## src/hw/rtl/frp_pkg.sv

```systemverilog
// Shared types, sizes and codes of the frontlight power resolver.
// Used by frp_tables and frontlight_power_resolver_core; depends on nothing.
package frp_pkg;

    localparam int LEVEL_STEPS = 32;
    localparam int DRIVE_STEPS = 64;
    localparam int LW          = $clog2(LEVEL_STEPS);
    localparam int DW          = $clog2(DRIVE_STEPS);
    localparam int AW          = (DW > LW) ? DW : LW;
    localparam int CODE_W      = 16;
    localparam int PWR_W       = 24;
    localparam int REQ_W       = PWR_W + 1;
    localparam int MULT_W      = 16;
    localparam int PCT_W       = 8;
    localparam int CAP_FRAC    = 12;
    localparam int CAPP_W      = PWR_W + MULT_W;
    localparam int DEN_W       = LW + 1 + 7;
    localparam int NUM_W       = REQ_W + LW + PCT_W;
    localparam int PROD_W      = PWR_W + DEN_W;
    localparam int INT_W       = LW + 2;
    localparam int X_W         = 16;

    // Divide by one hundred through a reciprocal, exact for the operand range used here.
    localparam int DIV100_MUL  = 5243;
    localparam int DIV100_SH   = 19;
    localparam int PCT_FULL    = 100;
    localparam int PCT_HALF    = 50;
    localparam int WARM_LIM    = 20;

    // Request function codes.
    localparam logic [2:0] FN_WR_LVL   = 3'd0;
    localparam logic [2:0] FN_WR_COLD  = 3'd1;
    localparam logic [2:0] FN_WR_WARM  = 3'd2;
    localparam logic [2:0] FN_WR_DCODE = 3'd3;
    localparam logic [2:0] FN_WR_DPWR  = 3'd4;
    localparam logic [2:0] FN_CODE     = 3'd5;
    localparam logic [2:0] FN_PCT      = 3'd6;
    localparam logic [2:0] FN_DIRECT   = 3'd7;

    typedef struct packed {
        logic              en;
        logic [2:0]        sel;
        logic [5:0]        idx;
        logic [PWR_W-1:0]  val;
    } t_tbl_wr;

    typedef struct packed {
        logic [CODE_W-1:0] lc;
        logic [PWR_W-1:0]  cp;
        logic [PWR_W-1:0]  wp;
    } t_lvl_rd;

    typedef struct packed {
        logic [CODE_W-1:0] dc;
        logic [PWR_W-1:0]  dp;
    } t_drv_rd;

endpackage

```

## src/hw/rtl/frp_tables.sv

```systemverilog
// Calibration table memories: level group (code, cold, warm) and drive group (code, power).
// Depends on frp_pkg. Entries never written read as zero through per-entry valid bits.
module frp_tables
    import frp_pkg::*;
(
    input  logic           i_clk,
    input  logic           i_rst_n,
    input  t_tbl_wr        i_wr,
    input  logic [LW-1:0]  i_lvl_addr,
    input  logic [DW-1:0]  i_drv_addr,
    output t_lvl_rd        o_lvl,
    output t_drv_rd        o_drv
);

    logic [CODE_W-1:0] r_lc_mem [LEVEL_STEPS];
    logic [PWR_W-1:0]  r_cp_mem [LEVEL_STEPS];
    logic [PWR_W-1:0]  r_wp_mem [LEVEL_STEPS];
    logic [CODE_W-1:0] r_dc_mem [DRIVE_STEPS];
    logic [PWR_W-1:0]  r_dp_mem [DRIVE_STEPS];

    logic [LEVEL_STEPS-1:0] r_lc_vld, r_cp_vld, r_wp_vld;
    logic [DRIVE_STEPS-1:0] r_dc_vld, r_dp_vld;

    logic [CODE_W-1:0] r_lc_q, r_dc_q;
    logic [PWR_W-1:0]  r_cp_q, r_wp_q, r_dp_q;
    logic              r_lc_v, r_cp_v, r_wp_v, r_dc_v, r_dp_v;

    logic [LW-1:0] wr_la;
    logic [DW-1:0] wr_da;

    assign wr_la = i_wr.idx[LW-1:0];
    assign wr_da = i_wr.idx[DW-1:0];

    // Valid bits: cleared by reset, set on the first write of an entry.
    always_ff @(posedge i_clk) begin
        if (!i_rst_n) begin
            r_lc_vld <= '0;
            r_cp_vld <= '0;
            r_wp_vld <= '0;
            r_dc_vld <= '0;
            r_dp_vld <= '0;
        end else if (i_wr.en) begin
            case (i_wr.sel)
                FN_WR_LVL:   r_lc_vld[wr_la] <= 1'b1;
                FN_WR_COLD:  r_cp_vld[wr_la] <= 1'b1;
                FN_WR_WARM:  r_wp_vld[wr_la] <= 1'b1;
                FN_WR_DCODE: r_dc_vld[wr_da] <= 1'b1;
                FN_WR_DPWR:  r_dp_vld[wr_da] <= 1'b1;
                default: ;
            endcase
        end
    end

    // Memory write port.
    always_ff @(posedge i_clk) begin
        if (i_wr.en) begin
            case (i_wr.sel)
                FN_WR_LVL:   r_lc_mem[wr_la] <= i_wr.val[CODE_W-1:0];
                FN_WR_COLD:  r_cp_mem[wr_la] <= i_wr.val;
                FN_WR_WARM:  r_wp_mem[wr_la] <= i_wr.val;
                FN_WR_DCODE: r_dc_mem[wr_da] <= i_wr.val[CODE_W-1:0];
                FN_WR_DPWR:  r_dp_mem[wr_da] <= i_wr.val;
                default: ;
            endcase
        end
    end

    // Registered read of both groups.
    always_ff @(posedge i_clk) begin
        r_lc_q <= r_lc_mem[i_lvl_addr];
        r_cp_q <= r_cp_mem[i_lvl_addr];
        r_wp_q <= r_wp_mem[i_lvl_addr];
        r_dc_q <= r_dc_mem[i_drv_addr];
        r_dp_q <= r_dp_mem[i_drv_addr];
        r_lc_v <= r_lc_vld[i_lvl_addr];
        r_cp_v <= r_cp_vld[i_lvl_addr];
        r_wp_v <= r_wp_vld[i_lvl_addr];
        r_dc_v <= r_dc_vld[i_drv_addr];
        r_dp_v <= r_dp_vld[i_drv_addr];
    end

    assign o_lvl.lc = r_lc_v ? r_lc_q : '0;
    assign o_lvl.cp = r_cp_v ? r_cp_q : '0;
    assign o_lvl.wp = r_wp_v ? r_wp_q : '0;
    assign o_drv.dc = r_dc_v ? r_dc_q : '0;
    assign o_drv.dp = r_dp_v ? r_dp_q : '0;

endmodule
```

## config.mk

```make
export PLATFORM = sky130hd
export DESIGN_NAME = frp_tables
export DESIGN_NICKNAME = d
export VERILOG_FILES = /design/src/hw/rtl/frp_pkg.sv /design/src/hw/rtl/frp_tables.sv
export SDC_FILE = /design/constraint.sdc
export NUM_CORES = 2
export LEC_CHECK = 0
export BUFFER_PORTS_ARGS = -buffer_cell sky130_fd_sc_hd__buf_2
export CORE_ASPECT_RATIO = 1.75
export CORE_MARGIN = 5
export CORE_UTILIZATION = 57
export CTS_CLUSTER_DIAMETER = 60
export DETAILED_ROUTE_END_ITERATION = 10
export HOLD_SLACK_MARGIN = 0.02
export MAX_ROUTING_LAYER = met4
export PLACE_DENSITY = 0.73
export REMOVE_ABC_BUFFERS = 1
export SYNTH_ARGS = -nofsm -noshare
export SYNTH_HDL_FRONTEND = slang
export SYNTH_MEMORY_MAX_BITS = 65536
export SYNTH_SLANG_ARGS = --single-unit
```

## constraint.sdc

```tcl
create_clock -name i_clk -period 2.1 [get_ports i_clk]
set_input_delay 0.105 -clock i_clk [delete_from_list [all_inputs] [get_ports i_clk]]
set_output_delay 0.105 -clock i_clk [all_outputs]
set_load 0.02 [all_outputs]
```

-- Word level (Yosys, flattened, before mapping)
Memory sizes are Yosys's and may differ from the RTL's. A register that Yosys moved wholly into a read port is not among the register bits.
Cells that the tools add are included.
- eq/ne operators: 4
- bitwise gates (word level): 5
- magnitude comparators: 6
- reductions and logical operators: 8
- muxes and demuxes: 34
- operators by type and width (cell ; number):
    OR 64 bit ; 2
    OR 32 bit ; 3
    2-to-1 mux 24 bit ; 3
    2-to-1 mux 16 bit ; 2
    2-to-1 mux 1 bit ; 22
    binary-select mux 1 bit (select 5 bit) ; 3
    less-than comparator 6 x 7 -> 1 bit (second input constant) ; 2
    binary-select mux 1 bit (select 6 bit) ; 2
    less-than comparator 5 x 6 -> 1 bit (second input constant) ; 2
    AND reduction 2 bit ; 5
    demux 1 bit (select 6 bit) ; 1
    equality test 3 x 2 -> 1 bit (second input constant) ; 2
    >= comparator 6 x 1 -> 1 bit (second input constant) ; 1
    demux 1 bit (select 5 bit) ; 1
    >= comparator 5 x 1 -> 1 bit (second input constant) ; 1
    equality test 3 x 1 -> 1 bit (second input constant) ; 1
    equality test 3 bit (second input constant) ; 1
    zero test 3 bit ; 1
    logical AND 1 bit ; 2
- flip-flop bits (word level): 229
- memories kept: 5
- input bits: 47
- RAM bits: 4608
- word-level logic and storage cells: 72
- memory list (memory ; words ; bits a word ; rd ports ; clocked after memory_dff ; wr ports ; line ; RTL):
    r_dp_mem ; 64 ; 24 ; 1 ; 1 ; 1 ; frp_tables.sv:19 ; logic [PWR_W-1:0] r_dp_mem [DRIVE_STEPS];
    r_dc_mem ; 64 ; 16 ; 1 ; 1 ; 1 ; frp_tables.sv:18 ; logic [CODE_W-1:0] r_dc_mem [DRIVE_STEPS];
    r_cp_mem ; 32 ; 24 ; 1 ; 1 ; 1 ; frp_tables.sv:16 ; logic [PWR_W-1:0] r_cp_mem [LEVEL_STEPS];
    r_wp_mem ; 32 ; 24 ; 1 ; 1 ; 1 ; frp_tables.sv:17 ; logic [PWR_W-1:0] r_wp_mem [LEVEL_STEPS];
    r_lc_mem ; 32 ; 16 ; 1 ; 1 ; 1 ; frp_tables.sv:15 ; logic [CODE_W-1:0] r_lc_mem [LEVEL_STEPS];

-- Longest topological paths before layout
- depth in word-level cells: 5
- mapped depth: 10
- gate-level depth less buffers: 5

-- Worst setup path after synthesis
No wires, ideal clock.
- kind: input -> register
- start: in i_wr[33] (netlist name)
- end: mem r_wp_mem[0][0], enable pin
- path slack: -128 ps
- path buffers: 1
- setup time: 406 ps
- cell stages on the path: 4
- arrival: 1822 ps
- cells stage by stage: nor2b_1 -> nand3b_1 -> clkbuf_1 -> nor2_1
- longest elaborated chain between the ends: 2
- ends and longest elaborated chain (what ; line ; RTL):
    from (decl) ; frp_tables.sv:8 ; input t_tbl_wr i_wr,
    2-to-1 mux 1 bit ; frp_tables.sv:56 ; if (i_wr.en) begin
    2-to-1 mux 1 bit (implied by the code) ; frp_tables.sv:60 ; FN_WR_WARM: r_wp_mem[wr_la] <= i_wr.val;
    to (decl) ; frp_tables.sv:17 ;
No other way between the ends.

==> impl_metrics.tcl <==
set metrics [dict create \
    status "completed" \
    port_buffers 150 \
    hold_viol_final 0 \
    rsz0062_at_grt "no" \
    power_leakage_nw 69.2 \
    ir_drop_mv 0.683 \
    post-synth-top-count-cell "edfxtp_1" \
    synth_top_area_share_pct 74.4 \
    start_util_pct 57.2 \
    r2r_slack_ns 0.08 \
    gp_congestion 0.859 \
    hold_end "r_cp_mem[7][5]" \
    io_pins 151 \
    synth-seq-area-share_pct 78.0 \
    timing.fmax_mhz 490 \
    cp.arrival_ns 1.93 \
    cts_inserted_buffers 407 \
    synthCells 7966 \
    area_growth_pct 16.9 \
    grt_start_max_net_pins 129 \
    tightest_slew_ns 1.09 \
    clkPwrFrac_pct 39.9 \
    grt_antenna_before_repair 29 \
    grt_pass1_wl_microns 699000 \
    fp.dieH_microns 766 \
    p_per_area_nw_per_um2 908 \
    synth_cell_types 44 \
    post-route-min-period_ns 2.04 \
    slew_headroom_pct 27.4 \
    finalWirelength_microns 492000 \
    clkSinkCount 4941 \
    clock-root-buffer "clkbuf_16" \
    synthTopCellsByCount "edfxtp_1, mux4_2, dfxtp_1, nor2_1, clkbuf_1" \
    synthArstFlopShare_pct 0 \
    internal_power_mw 156 \
    syn_avg_cell_area_sq_um 23.3 \
    overflow 0 \
    setup.worst_path.class "reg2out" \
    nFillCells 19500 \
    cp_max_fo 10 \
    grt_usage_pct 29.9 \
    vias_per_cell 6.70 \
    fin_skew_ns 0.0609 \
    fin_nets 9078 \
    place_hpwl_microns 301000 \
    p_comb_share_pct 5.3 \
    synth_edf_count 4608 \
    htree_levels 5 \
    reg2regPathDepth 6 \
    dpl_cell_area_sq_um 203000 \
    critPathLaunchType "flip-flop" \
    drc 0 \
    wl_per_cell_microns 35.9 \
    fin_crit_sh_pct 97.1 \
    p_seq_share_pct 54.8 \
    grt_pass1_vias 95000 \
    synth_flop_cell "edfxtp_1" \
    clock_path_buffers 4 \
    drt_iter0_markers 11700 \
    cts_tree "built" \
    die_w_microns 442 \
    totalPowerFinal_mw 197 \
    synth.largest_area_cell "edfxtp_1" \
    maxCapViolCount 0 \
    hp-class "in2reg" \
    r2r_start "r_dp_mem[48][3]" \
    required_ns 2.00 \
    syn_area_sq_um 186000 \
    synth.area.top_cells "edfxtp_1, mux4_2, dfxtp_1" \
    swShare_pct 20.9 \
    setup_violations 0 \
    drv_slew 0 \
    final_cell_area_sq_um 217000 \
    endpoint_kind "output pin" \
    num_vias 92000 \
    clk_pin_slew_ns 0.07 \
    regToRegEndpoint "r_dp_q[3]" \
    clock_latency_ns 0.98 \
    rows 277 \
    ant_nets 0 \
    core_sq_um 325000 \
    dr.pass1.iters 6 \
    yosysWarnings 0 \
    drive_gt1_share_pct 36.0 \
    worstHoldStart "i_wr[5]" \
    whs_ns 0.0570 \
    switchingPower_mw 41.2 \
    ys_ff_latch 4941 \
    hold_depth 2 \
    die_area_sq_um 338000 \
]
==> power groups by stage <==
| stage | logic [mW] | clock network, mW | registers (mW) |
|---|---|---|---|
| 3_3_place_gp | 9.98 | 0 | 110 |
| 6_report | 10.4 | 78.7 | 108 |
| 2_1_floorplan | 3.78 | 0 | 110 |
| 3_5_place_dp | 10.2 | 0 | 110 |
| 4_1_cts | 10.4 | 79.5 | 108 |
| 5_1_grt | 10.8 | 83.6 | 108 |
==> worst max path at each step <==
stage,to,start
after detailed placement,r_dc_v,i_drv_addr[0]
after floorplan,r_dp_mem[63][0],i_wr[31]
final,o_lvl[23],r_wp_v
after CTS,o_lvl[17],r_wp_v
after global routing,o_drv[3],r_dp_v
after global placement,r_dc_v,i_drv_addr[0]
==> cells by family after synthesis <==
family | count (synthesis) | synth area share [%]
compound gates | 474 | 1.77
simple gates | 552 | 1.35
flops | 4941 | 78.0
mux | 1560 | 17.8
buf+inv | 439 | 1.03
==> sequential cells by signal, summed over array words and instances, names as in the netlist, 16 cells and up <==
register	cells
r_dp_q	24
r_cp_vld	32
r_dp_vld	64
r_dp_mem	1536
r_wp_mem	768
r_dc_q	16
r_lc_mem	512
r_cp_q	24
r_lc_q	16
r_wp_q	24
r_dc_vld	64
r_cp_mem	768
r_lc_vld	32
r_wp_vld	32
r_dc_mem	1024
==> routing by layer <==
metal  GRT usage, %  wire length [microns]  vias up
li1               -                      -    36000
met1           36.6                 165000    48900
met2           50.9                 258000     5870
met3           4.38                  44000     1204
met4           12.5                  24900        0
met5              -                      0        -
==> stage by stage <==
step	TNS (ns)	cells	setup WS [ns]	utilization, %
6_report	0	13700	0.0602	66.9
5_1_grt	0	13700	0.0318	66.9
4_1_cts	0	13700	0.00342	66.9
3_5_place_dp	-23.57	12900	-0.536	62.5
3_3_place_gp	-22.40	12900	-0.533	62.5
2_1_floorplan	-2298.15	7529	-0.649	-
==> cell usage in the layout, fill, tap and decap left out, drive strengths merged, types with 4 or more instances in the layout <==
master       instances
edfxtp            4608
mux4              1397
buf               1053
clkbuf             518
dfxtp              333
nor2               313
o21a               224
clkinv             154
o22ai              131
and2               107
mux2i               94
mux2                69
nand2               65
a21oi               61
bufinv              51
dlygate4sd3         38
o221ai              32
clkinvlp            22
diode               16
inv                 16
nor3                12
nand2b               9
nor2b                8
nand3b               7
nand4                6
a31oi                6
a221oi               5
or2                  4
nand3                4
or3                  4
or3b                 4
==> worst max-delay path, stage by stage (launching register included) <==
cell and delay [ns]:
dfxtp_4 0.41, buf_4 0.20, and2_1 0.20, buf_2 0.19
==> final cells by class <==
type / instances / area (sq um) / share of cell area [%]
sequential: 4941 / 145000 / 66.7
multi-input combinational: 2586 / 40000 / 18.4
timing repair buffer: 1093 / 13100 / 6.04
clock buffer: 516 / 11100 / 5.10
tap: 4324 / 5410 / 2.49
clock inverter: 241 / 2650 / 1.22
antenna: 16 / 40.0 / 0.0184
inverter: 2 / 7.51 / 0.00345
==> timing repair <==
item | 4_1_cts | 5_1_grt
endpoints found under the setup margin | 83 | 8
setup buffers | 0 | 0
hold buffers | 38 | 0
gates resized for setup | 24 | 3
endpoints found under the hold margin | 4641 | 0
(Power assumes the default switching activity.)
